$ cat config.mk
export PLATFORM = sky130hd
export DESIGN_NAME = prmp_pack_flat
export DESIGN_NICKNAME = d
export VERILOG_FILES = /design/src/hdl/prmp_pkg.sv /design/src/hdl/prmp_if.sv /design/src/hdl/prmp_pack.sv /design/src/flat_wrapper.sv
export SDC_FILE = /design/constraint.sdc
export NUM_CORES = 1
export LEC_CHECK = 0
export BUFFER_PORTS_ARGS = -buffer_cell sky130_fd_sc_hd__buf_2
export CORE_MARGIN = 2
export CORE_UTILIZATION = 30
export DETAILED_ROUTE_END_ITERATION = 7
export GPL_TIMING_DRIVEN = 0
export PLACE_DENSITY = 0.57
export SETUP_SLACK_MARGIN = 0.5
export SLEW_MARGIN = 20
export SYNTH_ARGS = -nofsm -noshare
export SYNTH_HDL_FRONTEND = slang
export SYNTH_SLANG_ARGS = --single-unit
$ cat constraint.sdc
create_clock -name clock -period 7.1 [get_ports clock]
set_input_delay 0.71 -clock clock [delete_from_list [all_inputs] [get_ports clock]]
set_output_delay 0.71 -clock clock [all_outputs]
set_load 0.01 [all_outputs]
$ cat src/hdl/prmp_pkg.sv
// ---------------------------------------------------------------------------
// prmp_pkg: shared types and constants for the masked pixel packer
// Register indexes, channel format descriptor and the packing helpers.
// ---------------------------------------------------------------------------
package prmp_pkg;

   localparam int CHAN_W   = 8;
   localparam int WORD_W   = 16;
   localparam int ADDR_W   = 20;
   localparam int SIZE_W   = 11;
   localparam int SLOT_W   = 8;
   localparam int CSR_IDX_W  = 3;
   localparam int CSR_DATA_W = 16;
   localparam int RGB_W    = 3 * CHAN_W;

   // configuration register indexes
   typedef enum logic [CSR_IDX_W-1:0] {
      CSR_RED_MASK     = 3'd0,
      CSR_GREEN_MASK   = 3'd1,
      CSR_BLUE_MASK    = 3'd2,
      CSR_SOURCE_MODE  = 3'd3,
      CSR_IMAGE_WIDTH  = 3'd4,
      CSR_IMAGE_HEIGHT = 3'd5,
      CSR_LINE_PITCH   = 3'd6
   } csr_index_type;

   // input commands
   localparam logic CMD_PALETTE_WRITE = 1'b0;
   localparam logic CMD_PIXEL         = 1'b1;

   // source modes
   localparam logic MODE_PALETTE = 1'b0;
   localparam logic MODE_DIRECT  = 1'b1;

   // reset masks (rgb565)
   localparam logic [WORD_W-1:0] RED_MASK_RST   = 16'hF800;
   localparam logic [WORD_W-1:0] GREEN_MASK_RST = 16'h07E0;
   localparam logic [WORD_W-1:0] BLUE_MASK_RST  = 16'h001F;
   localparam logic [SIZE_W-1:0] PITCH_RST      = 11'd1024;

   // per-channel placement derived from a mask
   typedef struct packed {
      logic       en;      // mask not empty
      logic [2:0] rshift;  // 8 minus saturated bit count
      logic [3:0] lshift;  // lowest set bit
   } chan_fmt_type;

   // configuration seen by the datapath
   typedef struct packed {
      chan_fmt_type red;
      chan_fmt_type green;
      chan_fmt_type blue;
      logic         mode;
      logic [SIZE_W-1:0] pitch;
   } cfg_type;

   // mask to bit count and low shift
   function automatic chan_fmt_type decode_mask(input logic [WORD_W-1:0] mask);
      chan_fmt_type f;
      logic [4:0]   cnt;
      logic [3:0]   low;
      logic         found;
      cnt   = '0;
      low   = '0;
      found = 1'b0;
      for (int i = 0; i < WORD_W; i++) begin
         if (mask[i]) begin
            cnt = cnt + 5'd1;
            if (!found) begin
               low   = 4'(i);
               found = 1'b1;
            end
         end
      end
      if (cnt > 5'd8) begin
         cnt = 5'd8;
      end
      f.en     = (mask != '0);
      f.rshift = 3'(5'd8 - cnt);
      f.lshift = low;
      return f;
   endfunction

   // one channel's contribution to the surface word
   function automatic logic [WORD_W-1:0] chan_term(input logic [CHAN_W-1:0] chan,
                                                   input chan_fmt_type f);
      logic [WORD_W-1:0] v;
      v = {8'h00, chan >> f.rshift};
      return f.en ? (v << f.lshift) : '0;
   endfunction

endpackage

$ cat src/hdl/prmp_if.sv


interface prmp_rsp_if;
   logic        valid;
   logic        ready;
   logic [15:0] surface_word;
   logic [19:0] word_address;
   logic        last_pixel;

   modport source (output valid, surface_word, word_address, last_pixel, input ready);
   modport sink   (input valid, surface_word, word_address, last_pixel, output ready);
endinterface


$ cat src/hdl/prmp_pack.sv
// ---------------------------------------------------------------------------
// prmp_pack: pixel packing and address stage
// Selects the colour, packs the word, forms the address, output register.
// ---------------------------------------------------------------------------
module prmp_pack
   import prmp_pkg::*;
#(
   parameter int CW = 10,
   parameter int RW = 10
) (
   input  logic              clock,
   input  logic              reset,
   input  cfg_type           cfg,
   input  logic              load,
   input  logic              in_range,
   input  logic [RGB_W-1:0]  direct_rgb,
   input  logic [RW-1:0]     row_flip,
   input  logic [CW-1:0]     col,
   input  logic              last,
   input  logic [RGB_W-1:0]  pal_data,
   output logic              stage_free,
   prmp_rsp_if.source        rsp_ch
);

   localparam int PROD_W = RW + SIZE_W;

   logic              s1_valid_ff, s1_valid_in;
   logic              s1_in_range_ff;
   logic [RGB_W-1:0]  s1_rgb_ff;
   logic [RW-1:0]     s1_row_ff;
   logic [CW-1:0]     s1_col_ff;
   logic              s1_last_ff;

   logic              rsp_valid_ff, rsp_valid_in;
   logic [WORD_W-1:0] rsp_word_ff;
   logic [ADDR_W-1:0] rsp_addr_ff;
   logic              rsp_last_ff;

   logic              out_free;
   logic [RGB_W-1:0]  color;
   logic [WORD_W-1:0] word;
   logic [PROD_W-1:0] prod;
   logic [PROD_W:0]   sum;

   assign out_free   = !rsp_valid_ff || rsp_ch.ready;
   assign stage_free = !s1_valid_ff || out_free;

   // stage one valid
   always_comb begin
      if (load) begin
         s1_valid_in = 1'b1;
      end else if (out_free) begin
         s1_valid_in = 1'b0;
      end else begin
         s1_valid_in = s1_valid_ff;
      end
   end

   always_ff @(posedge clock) begin
      if (reset) begin
         s1_valid_ff <= 1'b0;
      end else begin
         s1_valid_ff <= s1_valid_in;
      end
   end

   always_ff @(posedge clock) begin
      if (load) begin
         s1_in_range_ff <= in_range;
         s1_rgb_ff      <= direct_rgb;
         s1_row_ff      <= row_flip;
         s1_col_ff      <= col;
         s1_last_ff     <= last;
      end
   end

   // colour select and packing
   always_comb begin
      if (cfg.mode == MODE_DIRECT) begin
         color = s1_rgb_ff;
      end else if (s1_in_range_ff) begin
         color = pal_data;
      end else begin
         color = '0;
      end
      word = chan_term(color[23:16], cfg.red) |
             chan_term(color[15:8],  cfg.green) |
             chan_term(color[7:0],   cfg.blue);
   end

   // flipped row times pitch plus column
   assign prod = PROD_W'(s1_row_ff) * PROD_W'(cfg.pitch);
   assign sum  = (PROD_W+1)'(prod) + (PROD_W+1)'(s1_col_ff);

   // output register
   always_comb begin
      if (s1_valid_ff && out_free) begin
         rsp_valid_in = 1'b1;
      end else if (rsp_ch.ready) begin
         rsp_valid_in = 1'b0;
      end else begin
         rsp_valid_in = rsp_valid_ff;
      end
   end

   always_ff @(posedge clock) begin
      if (reset) begin
         rsp_valid_ff <= 1'b0;
      end else begin
         rsp_valid_ff <= rsp_valid_in;
      end
   end

   always_ff @(posedge clock) begin
      if (s1_valid_ff && out_free) begin
         rsp_word_ff <= word;
         rsp_addr_ff <= ADDR_W'(sum);
         rsp_last_ff <= s1_last_ff;
      end
   end

   assign rsp_ch.valid        = rsp_valid_ff;
   assign rsp_ch.surface_word = rsp_word_ff;
   assign rsp_ch.word_address = rsp_addr_ff;
   assign rsp_ch.last_pixel   = rsp_last_ff;

endmodule

$ cat src/flat_wrapper.sv
// flat-port wrapper written by rule: the top's interface ports become plain ports
module prmp_pack_flat import prmp_pkg::*;
#(
   parameter int CW = 10,
   parameter int RW = 10
)
  (clock, reset, cfg, load, in_range, direct_rgb, row_flip, col, last, pal_data, stage_free, rsp_ch_valid, rsp_ch_surface_word, rsp_ch_word_address, rsp_ch_last_pixel, rsp_ch_ready);
  prmp_rsp_if rsp_ch_i ();
  input  logic clock;
  input  logic reset;
  input  cfg_type cfg;
  input  logic load;
  input  logic in_range;
  input  logic [RGB_W-1:0] direct_rgb;
  input  logic [RW-1:0] row_flip;
  input  logic [CW-1:0] col;
  input  logic last;
  input  logic [RGB_W-1:0] pal_data;
  output logic stage_free;
  output wire logic [$bits(rsp_ch_i.valid)-1:0] rsp_ch_valid;
  output wire logic [$bits(rsp_ch_i.surface_word)-1:0] rsp_ch_surface_word;
  output wire logic [$bits(rsp_ch_i.word_address)-1:0] rsp_ch_word_address;
  output wire logic [$bits(rsp_ch_i.last_pixel)-1:0] rsp_ch_last_pixel;
  input wire logic [$bits(rsp_ch_i.ready)-1:0] rsp_ch_ready;
  assign rsp_ch_valid = rsp_ch_i.valid;
  assign rsp_ch_surface_word = rsp_ch_i.surface_word;
  assign rsp_ch_word_address = rsp_ch_i.word_address;
  assign rsp_ch_last_pixel = rsp_ch_i.last_pixel;
  assign rsp_ch_i.ready = rsp_ch_ready;
  prmp_pack #(.CW(CW), .RW(RW)) u_core (.clock(clock), .reset(reset), .cfg(cfg), .load(load), .in_range(in_range), .direct_rgb(direct_rgb), .row_flip(row_flip), .col(col), .last(last), .pal_data(pal_data), .stage_free(stage_free), .rsp_ch(rsp_ch_i));
endmodule
==> reports/summary.txt <==
Post-CTS Setup Bufs: 0
Clk pin slew, worst setup/hold paths: 0.07 ns
Max Buffers Root-to-Sink: 2
Synth area leaders: edfxtp_1, fa_1, ha_1
share of cells above drive strength 1: 0.181
critical path launch point type: flop
die width: 180 um
Synth cell types: 73
I/O pin cnt: 149
first-pass GRT wire length: 40200 um
fin crit share: 0.865
Rel. slew slack: 0.313
Total Neg Setup Slack: 0 ns
total CTS buffers: 9
CP endpoint kind: flop
most common cell in the netlist: inv_1
Worst EP required: 7.30 ns
Die Y: 180 um
Placement Setup Slack: 0.622 ns
Final WS setup: 0.958 ns
outcome: finished clean
maximum vdd drop: 0.252 mV
placed cell count: 1468
EDFF count, synth: 83
Placer Congestion: 0.844
largest net degree at the start of global routing: 48
Top FF cell, synth: edfxtp_1
largest fanout on the critical path: 10
H-tree depth: 3
syn_nets: 1191
max_cap viols: 0
Final Slew Violations: 0
skew final: 0.0115 ns
cell taking the most area after synthesis: edfxtp_1
CTS sink cnt: 85
Post-synth ARST share: 0
synthesized flop and latch total: 85
Yosys top cell area share: 0.269
vias in the first global route: 7322
syn_area_per_cell: 9.79 um2
Worst-Skew Late Latency: 0.36 ns
Area Growth Syn to Fin: 16.1%
post-CTS sizing: 0
final cell count without fillers: 1493
post-synthesis sequential area ratio: 0.274
PortBufs: 126
Total GRT Usage: 0.157
Site Rows: 64
final count of hold timing violations: 0
RSZ-0062 raised after global routing: no
fin util: 0.352
Tmin final: 6.14 ns
average wire per standard cell: 16.9 um
PD cells: 301 nW/um2
Starting Density: 0.303
Gate Count Post-Synth: 945
Hold Buf Count CTS: 0
fill cell count: 3142
crit path kind: flop to flop
Cell Area, Synth: 9250 um2
final setup vio count: 0
Iter 0 DRT Violations: 461
Detail Placement HPWL: 20400 um
initial antenna violation count: 15
Nets: 1329
CTS tree: done
DRC violations left: 0
DR vias: 7608
total iterations of the first detailed-routing run: 5
Hold WS: 0.447 ns
Die ar.: 32300 um2
Critical Path AT: 6.34 ns
leakage power: 4.67 nW
Fmax: 0.163 GHz
synth cell count leaders: inv_1, nand2_1, edfxtp_1
antenna viol nets, final: 0
DRT Wirelength: 25200 um
Worst Tran Pin Value: 1.01 ns
Hold WC Path Type: flop to flop
core area: 30500 um2
detailed-route vias per instance: 5.10
Root Driver: clkbuf_16
Synth warnings: 0
total grt overflow: 0
==> cells in the final DEF (no fill, tap or decap), drive strengths merged, types with 16 or more instances in the layout <==
master,instances
and2,69
buf,142
ha,57
mux2i,24
inv,142
a22oi,17
mux4,25
clkbuf,45
xnor2,16
nand2,98
nand3,20
nor2,45
a21oi,21
edfxtp,83
nor3,22
o21ai,22
fa,79
==> path summary, 6_finish.rpt <==
check / depth (start not counted) / start / end / slack (ns)
worst max-delay path: 19 / u_core.s1_row_ff[2]$_DFFE_PP_ / u_core.rsp_ch.word_address[18]$_DFFE_PP_ / 0.96
worst min register to register: 0 / u_core.s1_last_ff$_DFFE_PP_ / u_core.rsp_ch.last_pixel$_DFFE_PP_ / 0.45
worst min-delay path: 0 / u_core.s1_last_ff$_DFFE_PP_ / u_core.rsp_ch.last_pixel$_DFFE_PP_ / 0.45
worst max register to register: 19 / u_core.s1_row_ff[2]$_DFFE_PP_ / u_core.rsp_ch.word_address[18]$_DFFE_PP_ / 0.96
==> flip-flops by register name, summed over array words and instances (netlist names) <==
| signal | cells |
|---|---|
| u_core.rsp_ch.last_pixel | 1 |
| u_core.rsp_ch.surface_word | 16 |
| u_core.rsp_ch.valid | 1 |
| u_core.rsp_ch.word_address | 20 |
| u_core.s1_col_ff | 10 |
| u_core.s1_in_range_ff | 1 |
| u_core.s1_last_ff | 1 |
| u_core.s1_rgb_ff | 24 |
| u_core.s1_row_ff | 10 |
| u_core.s1_valid_ff | 1 |
==> critical path, stage by stage (launching register included) <==
cell       delay (ns)
edfxtp_1         0.35
clkbuf_1         0.45
nand2_1          0.17
fa_1             0.54
inv_1            0.05
fa_1             0.50
inv_1            0.06
fa_1             0.53
inv_1            0.05
fa_1             0.47
inv_1            0.05
fa_1             0.47
inv_1            0.04
ha_1             0.30
nor2_1           0.07
a2111oi_0        0.85
nor3b_1          0.22
or3_1            0.46
a211o_1          0.27
o2111ai_1        0.09
==> kinds of logic (layout without fill, tap and decap cells) <==
group           after synthesis  count (layout)  synth area share
fa+ha+maj                   136             136             0.248
xor+xnor                     19              19            0.0180
flops                        85              85             0.274
compound gates              165             165             0.130
simple gates                288             288             0.152
mux                          55              55            0.0945
other cells                   0               9                 0
buf+inv                     197             340            0.0832
==> metrics by stage <==
| stage | total power [mW] | instance area [um2] |
|---|---|---|
| floorplan | 2.26 | 9250 |
| global placement | 2.70 | 10400 |
| detailed placement | 2.73 | 10400 |
| CTS | 3.29 | 10700 |
| global route | 3.59 | 10700 |
| finish | 3.23 | 10700 |
==> report_power, final <==
group | internal, mW | total [mW] | switching [mW]
sequential | 0.737 | 0.774 | 0.0362
combinational | 0.850 | 1.93 | 1.08
clock | 0.309 | 0.527 | 0.218
==> final cells by class <==
cell class / instances / area, um2 / share of cell area
Sequential cell: 85 / 2530 / 0.236
Antenna cell: 9 / 22.5 / 0.00210
Inverter: 147 / 552 / 0.0513
Timing Repair Buffer: 127 / 653 / 0.0608
Buffer: 50 / 218 / 0.0203
Clock inverter: 6 / 86.3 / 0.00803
Multi-Input combinational cell: 663 / 5960 / 0.554
Clock buffer: 10 / 229 / 0.0213
Tap cell: 396 / 495 / 0.0461
==> layer usage <==
layer	up-vias	share of wire	routed length, um	track usage
met5	-	0.0028	70	0
met4	12	0.019	485	0.0504
met3	39	0.067	1680	0.0405
met2	238	0.44	11000	0.228
met1	3734	0.47	12000	0.227
li1	3585	-	-	-
No activity file was read; power rests on OpenSTA's default activity.
