**src/hdl/prmp_pkg.sv**
```systemverilog
// ---------------------------------------------------------------------------
// prmp_pkg: shared types and constants for the masked pixel packer
// Register indexes, channel format descriptor and the packing helpers.
// ---------------------------------------------------------------------------
package prmp_pkg;

   localparam int CHAN_W   = 8;
   localparam int WORD_W   = 16;
   localparam int ADDR_W   = 20;
   localparam int SIZE_W   = 11;
   localparam int SLOT_W   = 8;
   localparam int CSR_IDX_W  = 3;
   localparam int CSR_DATA_W = 16;
   localparam int RGB_W    = 3 * CHAN_W;

   // configuration register indexes
   typedef enum logic [CSR_IDX_W-1:0] {
      CSR_RED_MASK     = 3'd0,
      CSR_GREEN_MASK   = 3'd1,
      CSR_BLUE_MASK    = 3'd2,
      CSR_SOURCE_MODE  = 3'd3,
      CSR_IMAGE_WIDTH  = 3'd4,
      CSR_IMAGE_HEIGHT = 3'd5,
      CSR_LINE_PITCH   = 3'd6
   } csr_index_type;

   // input commands
   localparam logic CMD_PALETTE_WRITE = 1'b0;
   localparam logic CMD_PIXEL         = 1'b1;

   // source modes
   localparam logic MODE_PALETTE = 1'b0;
   localparam logic MODE_DIRECT  = 1'b1;

   // reset masks (rgb565)
   localparam logic [WORD_W-1:0] RED_MASK_RST   = 16'hF800;
   localparam logic [WORD_W-1:0] GREEN_MASK_RST = 16'h07E0;
   localparam logic [WORD_W-1:0] BLUE_MASK_RST  = 16'h001F;
   localparam logic [SIZE_W-1:0] PITCH_RST      = 11'd1024;

   // per-channel placement derived from a mask
   typedef struct packed {
      logic       en;      // mask not empty
      logic [2:0] rshift;  // 8 minus saturated bit count
      logic [3:0] lshift;  // lowest set bit
   } chan_fmt_type;

   // configuration seen by the datapath
   typedef struct packed {
      chan_fmt_type red;
      chan_fmt_type green;
      chan_fmt_type blue;
      logic         mode;
      logic [SIZE_W-1:0] pitch;
   } cfg_type;

   // mask to bit count and low shift
   function automatic chan_fmt_type decode_mask(input logic [WORD_W-1:0] mask);
      chan_fmt_type f;
      logic [4:0]   cnt;
      logic [3:0]   low;
      logic         found;
      cnt   = '0;
      low   = '0;
      found = 1'b0;
      for (int i = 0; i < WORD_W; i++) begin
         if (mask[i]) begin
            cnt = cnt + 5'd1;
            if (!found) begin
               low   = 4'(i);
               found = 1'b1;
            end
         end
      end
      if (cnt > 5'd8) begin
         cnt = 5'd8;
      end
      f.en     = (mask != '0);
      f.rshift = 3'(5'd8 - cnt);
      f.lshift = low;
      return f;
   endfunction

   // one channel's contribution to the surface word
   function automatic logic [WORD_W-1:0] chan_term(input logic [CHAN_W-1:0] chan,
                                                   input chan_fmt_type f);
      logic [WORD_W-1:0] v;
      v = {8'h00, chan >> f.rshift};
      return f.en ? (v << f.lshift) : '0;
   endfunction

endpackage

```
**src/hdl/prmp_if.sv**
```systemverilog


interface prmp_csr_if;
   logic        valid;
   logic        ready;
   logic [2:0]  index;
   logic [15:0] data;

   modport source (output valid, index, data, input ready);
   modport sink   (input valid, index, data, output ready);
endinterface

```
**src/hdl/prmp_cfg.sv**
```systemverilog
// ---------------------------------------------------------------------------
// prmp_cfg: configuration registers
// Holds the decoded masks, mode, pitch and the clamped last column and row.
// ---------------------------------------------------------------------------
module prmp_cfg
   import prmp_pkg::*;
#(
   parameter int MAX_WIDTH  = 1024,
   parameter int MAX_HEIGHT = 1024
) (
   input  logic            clock,
   input  logic            reset,
   prmp_csr_if.sink        csr_ch,
   output cfg_type         cfg,
   output logic [((MAX_WIDTH  > 1) ? $clog2(MAX_WIDTH)  : 1)-1:0] w_last,
   output logic [((MAX_HEIGHT > 1) ? $clog2(MAX_HEIGHT) : 1)-1:0] h_last
);

   localparam int CW = (MAX_WIDTH  > 1) ? $clog2(MAX_WIDTH)  : 1;
   localparam int RW = (MAX_HEIGHT > 1) ? $clog2(MAX_HEIGHT) : 1;
   localparam int unsigned W_LAST_RST = (1024 > MAX_WIDTH)  ? MAX_WIDTH  - 1 : 1023;
   localparam int unsigned H_LAST_RST = (1024 > MAX_HEIGHT) ? MAX_HEIGHT - 1 : 1023;

   cfg_type         cfg_ff;
   logic [CW-1:0]   w_last_ff;
   logic [RW-1:0]   h_last_ff;
   logic [SIZE_W-1:0] size_val;
   int unsigned     w_last_in;
   int unsigned     h_last_in;

   assign csr_ch.ready = 1'b1;
   assign size_val     = csr_ch.data[SIZE_W-1:0];

   // clamp size: zero reads as one, above the maximum saturates
   always_comb begin
      if (size_val == '0) begin
         w_last_in = 0;
      end else if (32'(size_val) > 32'(MAX_WIDTH)) begin
         w_last_in = MAX_WIDTH - 1;
      end else begin
         w_last_in = 32'(size_val) - 1;
      end
      if (size_val == '0) begin
         h_last_in = 0;
      end else if (32'(size_val) > 32'(MAX_HEIGHT)) begin
         h_last_in = MAX_HEIGHT - 1;
      end else begin
         h_last_in = 32'(size_val) - 1;
      end
   end

   // register writes
   always_ff @(posedge clock) begin
      if (reset) begin
         cfg_ff.red   <= decode_mask(RED_MASK_RST);
         cfg_ff.green <= decode_mask(GREEN_MASK_RST);
         cfg_ff.blue  <= decode_mask(BLUE_MASK_RST);
         cfg_ff.mode  <= MODE_PALETTE;
         cfg_ff.pitch <= PITCH_RST;
         w_last_ff    <= CW'(W_LAST_RST);
         h_last_ff    <= RW'(H_LAST_RST);
      end else if (csr_ch.valid) begin
         unique case (csr_index_type'(csr_ch.index))
            CSR_RED_MASK:     cfg_ff.red   <= decode_mask(csr_ch.data);
            CSR_GREEN_MASK:   cfg_ff.green <= decode_mask(csr_ch.data);
            CSR_BLUE_MASK:    cfg_ff.blue  <= decode_mask(csr_ch.data);
            CSR_SOURCE_MODE:  cfg_ff.mode  <= csr_ch.data[0];
            CSR_IMAGE_WIDTH:  w_last_ff    <= CW'(w_last_in);
            CSR_IMAGE_HEIGHT: h_last_ff    <= RW'(h_last_in);
            CSR_LINE_PITCH:   cfg_ff.pitch <= size_val;
            default: begin
            end
         endcase
      end
   end

   assign cfg    = cfg_ff;
   assign w_last = w_last_ff;
   assign h_last = h_last_ff;

endmodule

```
**src/flat_wrapper.sv**
```systemverilog
// flat-port wrapper written by rule: the top's interface ports become plain ports
module prmp_cfg_flat import prmp_pkg::*;
#(
   parameter int MAX_WIDTH  = 1024,
   parameter int MAX_HEIGHT = 1024
)
  (clock, reset, cfg, w_last, h_last, csr_ch_valid, csr_ch_index, csr_ch_data, csr_ch_ready);
  prmp_csr_if csr_ch_i ();
  input  logic clock;
  input  logic reset;
  output cfg_type cfg;
  output logic [((MAX_WIDTH  > 1) ? $clog2(MAX_WIDTH)  : 1)-1:0] w_last;
  output logic [((MAX_HEIGHT > 1) ? $clog2(MAX_HEIGHT) : 1)-1:0] h_last;
  input wire logic [$bits(csr_ch_i.valid)-1:0] csr_ch_valid;
  input wire logic [$bits(csr_ch_i.index)-1:0] csr_ch_index;
  input wire logic [$bits(csr_ch_i.data)-1:0] csr_ch_data;
  output wire logic [$bits(csr_ch_i.ready)-1:0] csr_ch_ready;
  assign csr_ch_i.valid = csr_ch_valid;
  assign csr_ch_i.index = csr_ch_index;
  assign csr_ch_i.data = csr_ch_data;
  assign csr_ch_ready = csr_ch_i.ready;
  prmp_cfg #(.MAX_WIDTH(MAX_WIDTH), .MAX_HEIGHT(MAX_HEIGHT)) u_core (.clock(clock), .reset(reset), .csr_ch(csr_ch_i), .cfg(cfg), .w_last(w_last), .h_last(h_last));
endmodule
```
**config.mk**
```make
export PLATFORM = sky130hd
export DESIGN_NAME = prmp_cfg_flat
export DESIGN_NICKNAME = d
export VERILOG_FILES = /design/src/hdl/prmp_pkg.sv /design/src/hdl/prmp_if.sv /design/src/hdl/prmp_cfg.sv /design/src/flat_wrapper.sv
export SDC_FILE = /design/constraint.sdc
export NUM_CORES = 1
export LEC_CHECK = 0
export BUFFER_PORTS_ARGS = -buffer_cell sky130_fd_sc_hd__buf_4
export CAP_MARGIN = 15
export CORE_MARGIN = 4
export CORE_UTILIZATION = 50
export DETAILED_ROUTE_END_ITERATION = 12
export GPL_TIMING_DRIVEN = 0
export HOLD_SLACK_MARGIN = 0.02
export PLACE_DENSITY = 0.7
export REMOVE_ABC_BUFFERS = 1
export SETUP_SLACK_MARGIN = 0.5
export SYNTH_ARGS = -nofsm -noshare
export SYNTH_HDL_FRONTEND = slang
export SYNTH_SLANG_ARGS = --single-unit
export TNS_END_PERCENT = 1
```
**constraint.sdc**
```tcl
create_clock -name clock -period 14.2 [get_ports clock]
set_input_delay 0.71 -clock clock [delete_from_list [all_inputs] [get_ports clock]]
set_output_delay 0.71 -clock clock [all_outputs]
set_load 0.05 [all_outputs]
```
==> flow_summary.ini, run 1 <==
[status]
status = finished, final reports clean

[global_routing]
grt-ovfl-total = 0
grt_use_total_pct = 21.4
grt_pass1_vias = 4441
grt_max_degree = 39
grt_pass1_wl_um = 20800
antenna_found_initial = 0

[sta]
timing.max_slew.rel_slack_pct = 32.5
finalCriticalPeriod_ps = 10470
setup_ws_ps = 3730
final_hold_viol_count = 0
fmaxAchievable_ghz = 0.0955
maxSlewViolCount = 0
rsz0062_at_grt = no
final.setup.tns_ps = 0
worstMarginPinSlew_ps = 1000
finalCritPeriodShare_pct = 73.8
finalSetupViolations = 0
skew_ps = 0

[synth]
ys_seq_area_share_pct = 23.0
ys.flop_type = dfxtp_1
netlist_instances = 648
synth_top_cell_area_share_pct = 23.0
yosysWarnings = 0
ys_top_cells_by_area = dfxtp_1 (23%), nand2_1 (8.5%), xnor2_1 (6.5%), ha_1 (5.1%), o211ai_1 (5.1%)
avgSynthCellArea_sq_um = 7.52
yosys.area.top_type = dfxtp_1
synth_edf_count = 0
synthesis.area_sq_mm = 0.00487
yosysUniqueCellTypes = 80
post-synth-top-count-cell = nand2_1
ys_async_sr_fraction_pct = 0
ys_seq_elements = 56
synth_commonest_cells = nand2_1 (111), nor2_1 (60), dfxtp_1 (56)

[drt]
routed_wl_um = 12400
drt-initial-drc-count = 308
vias = 4718
ant_nets = 0
first_pass_iters = 5
wl_per_cell_um = 15.1
viasPerCell = 5.75
drc = 0

[pwr]
p_switching_uw = 408
power_frac_clock_pct = 9.5
intPower_uw = 440
p_per_area_mw_per_mm2 = 153
pwr-share-comb_pct = 70.2
p_leak_nw = 2.40
p_seq_share_pct = 20.3
peakVddDrop_mv = 0.151
total_power_uw = 847
p_sw_share_pct = 48.1

[floorplan]
die_w_um = 107
core_sq_mm = 0.00937
initial_utilization_pct = 52.0
die_h_um = 107
rows = 35
dieArea_sq_mm = 0.0114
ios = 79

[clock_tree]
cts_resized = 0
clk_pin_slew_ps = 90
cts_hold_buf = 0
cts_sinks = 56
cts_tree = done
postCtsSetupRepairBufs = 0
cts_made_buffers = 5
clock_latency_ps = 300
cts_htree_levels = 2
root_buffer = clkbuf_8
clockBufferDepth = 2

[worst_hold_path]
hold_class = flip-flop to flip-flop
holdPathStages = 2

[critical_path]
endpoint_kind = flip-flop
crit_path_start_kind = primary input
cp.arrival_ps = 10680
required_ps = 14400
worst-path-stages = 48
slowest_delay_ps = 500
regToRegSetupSlack_ps = 13530
cp_top_family = compound AO/OA/AOI/OAI gates
cp_num_buf_inv = 4
slowest_stage = ha_1
crit_fanout = 9
startpoint = csr_ch_data[0]
reg2reg_depth = 2
r2r-end = u_core.cfg[25]
cpMostUsedCell = ha_1
cp-endpoint = u_core.cfg[34]
r2r_start = u_core.cfg[25]
criticalPathCategory = primary input to flip-flop

[finish]
drive_gt1_share_pct = 15.5
antenna_cells = 0
final_nets = 733
area_growth_pct = 13.5
fillCellCount = 923

[run]
maxCapViolCount = 0

[place]
gp_congestion = 0.809
numPortBuffers = 77
dp_slack_ps = 3490
dpl.hpwl_um = 9420
==> registers in the layout, indices dropped and copies added (netlist names) <==
signal / count
u_core.h_last: 10
u_core.cfg: 36
u_core.w_last: 10
==> cells in the final DEF (no fill, tap or decap), types with 5 or more instances in the layout <==
cell and count:
o311ai_1 5, mux2i_1 20, clkbuf_8 5, o21ai_0 19, xnor2_1 36, dfxtp_1 56, o211ai_1 33, nand3_1 20
nand2b_1 7, nor2_1 60, and2_1 5, xor2_1 11, nor3_1 18, buf_4 77, nand2_1 111, a21oi_1 41
a22oi_1 5, ha_1 20, nor2b_1 11, a211oi_1 8, o31ai_1 6, inv_1 20
==> layout make-up <==
cell class	instances	area, sq um	share of cell area [%]
Timing Repair Buffer	78	606	10.9
Inverter	22	82.6	1.49
Clock inverter	2	12.5	0.226
Clock buffer	5	68.8	1.24
Tap cell	129	161	2.92
Sequential cell	56	1120	20.3
Multi-Input combinational cell	528	3480	62.9
==> layer usage <==
layer | up-vias | GRT usage, % | share of wire, %
li1 | 2388 | - | -
met1 | 2194 | 27.9 | 44
met2 | 128 | 38.4 | 50
met3 | 8 | 2.95 | 5.0
met4 | 0 | 2.92 | 0.56
met5 | - | 0 | 0
==> metrics by stage <==
step / cell area (sq um) / utilization (%) / hold slack, ps / std cells
final: 5530 / 59.0 / 474 / 820
after global routing: 5530 / 59.0 / 495 / 820
after CTS: 5510 / 58.7 / 476 / 819
after detailed placement: 5420 / 57.9 / 463 / 812
after global placement: 5420 / 57.9 / 455 / 812
after floorplan: 4680 / - / 674 / 606
==> cell families (layout without fill, tap and decap cells) <==
family	after synthesis	count (layout)	synth area share, %
mux	24	24	5.26
other cells	1	1	0.0769
fa+ha+maj	20	20	5.13
xor+xnor	56	56	12.7
compound gates	168	168	24.0
flops	56	56	23.0
buf+inv	64	107	5.57
simple gates	259	259	24.2
==> worst min-delay path by stage <==
stage	from	to	slack (ps)
3_5_place_dp	u_core.cfg[0]	u_core.cfg[0]	460
5_1_grt	u_core.cfg[5]	u_core.cfg[5]	490
2_1_floorplan	u_core.cfg[0]	u_core.cfg[0]	670
3_3_place_gp	u_core.cfg[0]	u_core.cfg[0]	460
4_1_cts	u_core.cfg[0]	u_core.cfg[0]	480
6_report	u_core.cfg[0]	u_core.cfg[0]	470
==> power groups by stage <==
stage	clock network [mW]	logic, mW	registers (mW)
floorplan	0	0.433	0.206
finish	0.0805	0.595	0.172
CTS	0.0831	0.588	0.172
global placement	0	0.563	0.175
detailed placement	0	0.583	0.175
global route	0.0901	0.653	0.173
==> tightest hold or removal path, cell delays in order (launching register included) <==
cell     delay [ps]
dfxtp_1         320
nand2_1          50
a21oi_1          60
(Power assumes the default switching activity.)
==> inputs of run 2 (changes only) <==
- PLACE_DENSITY: 0.7 -> 0.73
- clock period: 14.2 -> 9.57 ns (I/O delays scaled with it)
==> flow_summary.ini, run 2 (same netlist as run 1, synthesis figures left out) <==
[pwr]
total_power_mw = 1.44
p_per_area_mw_per_mm2 = 245
p_seq_share_pct = 17.6
p_switching_uw = 661
p_sw_share_pct = 45.8
peakVddDrop_mv = 0.267
p_leak_nw = 2.53
pwr-share-comb_pct = 70.3
power_frac_clock_pct = 12.1
intPower_uw = 782

[sta]
rsz0062_at_grt = yes
final.setup.tns_ps = 0
skew_ps = 0
setup_ws_ps = 966
fmaxAchievable_ghz = 0.116
final_hold_viol_count = 0
maxSlewViolCount = 0
finalCritPeriodShare_pct = 89.9
finalSetupViolations = 0
worstMarginPinSlew_ps = 1010
timing.max_slew.rel_slack_pct = 32.3
finalCriticalPeriod_ps = 8600

[place]
numPortBuffers = 77
gp_congestion = 0.864
dpl.cell_count = 812
dp_slack_ps = -942
dpl.hpwl_um = 9380

[global_routing]
grt_max_degree = 39
antenna_found_initial = 0
grt-ovfl-total = 0
grt_pass1_vias = 4475
grt_pass1_wl_um = 21000
grt_use_total_pct = 21.6

[finish]
drive_gt1_share_pct = 20.7
final_nets = 746
instances_no_fill = 833
postLayoutCoreUtil_pct = 62.9
layout_commonest_cell = nand2_1
antenna_cells = 0
largest_reg_flops = 36
final_cell_mix = nand2_1 (110), buf_4 (90), nor2_1 (59), dfxtp_1 (56), a21oi_1 (40)
fillCellCount = 863
area_growth_pct = 20.9

[floorplan]
dieArea_sq_mm = 0.0114
rows = 35
initial_utilization_pct = 52.0
die_w_um = 107
die_h_um = 107
core_sq_mm = 0.00937
ios = 79

[clock_tree]
cts_sinks = 56
clk_pin_slew_ps = 90
root_buffer = clkbuf_8
clock_latency_ps = 290
cts_htree_levels = 2
cts_tree = done
cts_hold_buf = 0
cts_made_buffers = 5
clockBufferDepth = 2

[drt]
vias = 4849
drc = 0
drt-initial-drc-count = 288
viasPerCell = 5.82
ant_nets = 0
routed_wl_um = 12900
wl_per_cell_um = 15.4
first_pass_iters = 7

[critical_path]
cpMostUsedCell = ha_1
slowest_stage = ha_1
required_ps = 9780
reg2reg_depth = 2
cp.arrival_ps = 8810
crit_path_start_kind = primary input
crit_fanout = 6
criticalPathCategory = primary input to flip-flop
slowest_delay_ps = 330
endpoint_kind = flip-flop

[status]
status = finished, final reports clean

[worst_hold_path]
hold_class = flip-flop to flip-flop
holdPathStages = 2

[run]
maxCapViolCount = 0
==> run 2: changes by cell type in the layout (fill, tap and decap cells not counted), moves of 3 or more <==
| cell | before | now |
|---|---|---|
| buf_4 | 77 | 90 |
| ha_4 | 0 | 3 |
| ha_1 | 20 | 14 |
| ha_2 | 0 | 3 |
==> run 2: area by class of cell <==
| class | count | area [sq um] | area share (%) |
|---|---|---|---|
| well taps | 129 | 161 | 2.74 |
| clock inverters | 2 | 60.1 | 1.02 |
| inverters | 22 | 86.3 | 1.46 |
| repair buffers | 91 | 703 | 11.9 |
| clock buffers | 5 | 68.8 | 1.17 |
| multi-input cells | 528 | 3690 | 62.7 |
| flip-flops and latches | 56 | 1120 | 19.0 |
==> run 2: final timing paths <==
check | startpoint | endpoint | slack [ps]
worst min register to register | u_core.cfg[1] | u_core.cfg[1] | 460
worst min-delay path | u_core.cfg[1] | u_core.cfg[1] | 460
worst max-delay path | csr_ch_data[0] | u_core.cfg[18] | 970
worst max register to register | u_core.w_last[5] | u_core.w_last[5] | 8890
==> run 2: routing by layer <==
layer | share of wire (%) | up-vias | track usage [%]
li1 | - | 2419 | -
met4 | 0.41 | 0 | 2.28
met5 | 0 | - | 0
met1 | 44 | 2290 | 28.3
met3 | 5.5 | 6 | 3.01
met2 | 51 | 134 | 39.0
==> run 2: critical path, delay by kind of cell <==
| kind | cells | cell delay (ps) |
|---|---|---|
| adders and majority gates | 9 | 2440 |
| AOI/OAI and AO/OA | 16 | 2430 |
| and+or+nand+nor | 12 | 1530 |
| muxes | 3 | 890 |
| xor gates and xnor gates | 4 | 570 |
| buffers and inverters | 4 | 450 |
==> run 2: power groups by stage <==
stage / clock, mW / sequential [mW] / combinational [mW]
after floorplan: 0 / 0.305 / 0.642
after global placement: 0 / 0.259 / 0.833
after detailed placement: 0 / 0.259 / 0.859
after CTS: 0.178 / 0.254 / 0.898
after global routing: 0.186 / 0.256 / 1.11
final: 0.174 / 0.254 / 1.01
==> run 2: repair_timing <==
| item | 4_1_cts | 5_1_grt |
|---|---|---|
| cloned | 0 | 0 |
| gates resized for setup | 12 | 26 |
| pin swaps | 3 | 6 |
| buffers inserted | 4 | 9 |
| endpoints found under the hold margin | 0 | 0 |
| setup endpoints to repair | 9 | 9 |
==> run 2: metrics by stage <==
stage / cell area, sq um / hold slack [ps]
finish: 5890 / 457
global route: 5890 / 461
CTS: 5650 / 460
detailed placement: 5420 / 448
global placement: 5420 / 444
floorplan: 4680 / 548
==> inputs of run 3 (changes only) <==
- ABC_AREA: unset -> 1
- CORE_ASPECT_RATIO: unset -> 1.75
- SKIP_CTS_REPAIR_TIMING: unset -> 1
==> flow_summary.ini, run 3 <==
[status]
status = finished, final reports clean

[sta]
finalSetupViolations = 0
worstMarginPinSlew_ps = 889
final.setup.tns_ps = 0
final_hold_viol_count = 0
rsz0062_at_grt = no
fmaxAchievable_ghz = 0.130
skew_ps = 0
maxSlewViolCount = 0
finalCritPeriodShare_pct = 80.2
timing.max_slew.rel_slack_pct = 40.5
finalCriticalPeriod_ps = 7680

[finish]
final_cell_mix = nand2_1 (238), inv_1 (85), buf_4 (78), nand3_1 (77), nor2_1 (61)
seqCellArea_sq_mm = 0.00112
antenna_cells = 0
largest_reg_flops = 36
layout_commonest_cell = nand2_1
final_nets = 878
multi_input_area_sq_mm = 0.00312
drive_gt1_share_pct = 19.6
fillCellCount = 908
fin_area_sq_mm = 0.00552
area_growth_pct = 16.6

[clock_tree]
cts_made_buffers = 5
cts_tree = done
clockBufferDepth = 2
cts_htree_levels = 2
root_buffer = clkbuf_16
cts_sinks = 56
clk_pin_slew_ps = 70
clock_latency_ps = 290

[floorplan]
rows = 46
dieArea_sq_mm = 0.0112
core_sq_mm = 0.00915
die_h_um = 137
initial_utilization_pct = 51.8
die_w_um = 81.6
ios = 79

[critical_path]
crit_fanout = 5
endpoint_kind = flip-flop
required_ps = 9770
slowest_delay_ps = 400
slowest_stage = ha_1
cpMostUsedCell = nand2_1
crit_path_start_kind = primary input
criticalPathCategory = primary input to flip-flop
startpoint = csr_ch_data[0]
cp.arrival_ps = 7880
r2r_start = u_core.cfg[12]

[drt]
vias = 5041
ant_nets = 0
first_pass_iters = 4
drt-initial-drc-count = 237
viasPerCell = 5.27
drc = 0
routed_wl_um = 12200
wl_per_cell_um = 12.7

[global_routing]
grt_use_met2_pct = 44.2
top_usage_layer = met2
grt_max_degree = 40
grt_use_total_pct = 21.9
grt_pass1_wl_um = 20000
antenna_found_initial = 0
grt-ovfl-total = 0
use_met3_pct = 2.77
grt_pass1_vias = 4655
use_met1_pct = 22.5

[worst_hold_path]
hold_class = flip-flop to flip-flop
min_from = u_core.cfg[11]

[pwr]
peakVddDrop_mv = 0.106
p_leak_nw = 2.81
p_per_area_mw_per_mm2 = 149

[synth]
yosysWarnings = 0
synth_edf_count = 0
netlist_instances = 772
synthesis.area_sq_mm = 0.00474
yosys.area.top_type = dfxtp_1
ys_async_sr_fraction_pct = 0
yosysUniqueCellTypes = 43
ys_top_cells_by_area = dfxtp_1 (24%), nand2_1 (19%), nand3_1 (8.1%), inv_1 (6.7%), a21oi_1 (5.4%)
post-synth-top-count-cell = nand2_1
ys_seq_area_share_pct = 23.7
synth_commonest_cells = nand2_1 (238), inv_1 (85), nand3_1 (77)
ys.flop_type = dfxtp_1
ys_seq_elements = 56
avgSynthCellArea_sq_um = 6.14
synth_top_cell_area_share_pct = 23.7

[run]
maxCapViolCount = 0

[place]
dpl.hpwl_um = 10000
gp_congestion = 0.878
numPortBuffers = 77
dpl-instance-area_sq_mm = 0.00537
run 3: changes by cell type after synthesis, moves of 11 or more:
cell / change
mux2i_1: -20
inv_2: +12
o211ai_1: -31
xnor2_1: -36
clkbuf_1: -12
nand2_1: +127
nor2b_1: -11
nand2_4: +18
nor3_1: -14
inv_1: +65
o21ai_0: +20
nand2_2: +18
nand3_1: +57
run 3: worst max-delay path, delay by kind of cell:
family | cells | cell delay (ps)
AO/OA/AOI/OAI | 2 | 250
buffers and inverters | 8 | 480
adder cells (fa/ha/maj) | 9 | 2550
AND/OR/NAND/NOR | 39 | 3970
XOR/XNOR | 1 | 140
run 3: per-stage QoR:
step / util (%) / cells / hold WS [ps] / worst slack, ps / total power [mW]
floorplan: - / 751 / 574 / 2470 / 0.559
global placement: 58.7 / 948 / 438 / 1690 / 0.641
detailed placement: 58.7 / 948 / 449 / 1570 / 0.651
CTS: 60.3 / 956 / 463 / 1860 / 0.831
global route: 60.4 / 957 / 497 / 1180 / 0.888
finish: 60.4 / 957 / 458 / 1890 / 0.824
run 3: layout make-up:
cell class                      instances  share of cell area, %
Sequential cell                        56                   20.3
Inverter                              104                   7.16
Timing Repair Buffer                   78                   10.6
Multi-Input combinational cell        591                   56.6
Clock buffer                            5                   2.27
Clock inverter                          3                  0.385
Tap cell                              120                   2.72
run 3: path summary, 6_finish.rpt:
check	endpoint	slack [ps]	cells after the start
hold reg to reg	u_core.cfg[11]	460	2
setup reg to reg	u_core.cfg[12]	8840	4
setup / recovery	u_core.cfg[18]	1890	59
hold / removal	u_core.cfg[11]	460	2
run 3: kinds of logic (layout without fill, tap and decap cells):
group           after synthesis  after routing  share of synthesized area, %
fa+ha+maj                    20             20                          5.28
flops                        56             56                          23.7
compound gates              109            109                          12.7
buf+inv                     125            190                          10.4
other cells                   1              1                        0.0792
simple gates                458            458                          47.2
xor+xnor                      3              3                         0.713
run 3: layer usage:
metal / part of all wire [%] / vias up
met2: 57 / 105
met5: 0 / -
met3: 3.7 / 25
li1: - / 2605
met1: 37 / 2306
met4: 2.0 / 0
run 3: report_power, final:
group | switching (mW) | internal, mW | total [mW]
Clock | 0.0823 | 0.0975 | 0.180
Combinational | 0.265 | 0.132 | 0.397
Sequential | 0.00509 | 0.242 | 0.247
Total | 0.353 | 0.471 | 0.824
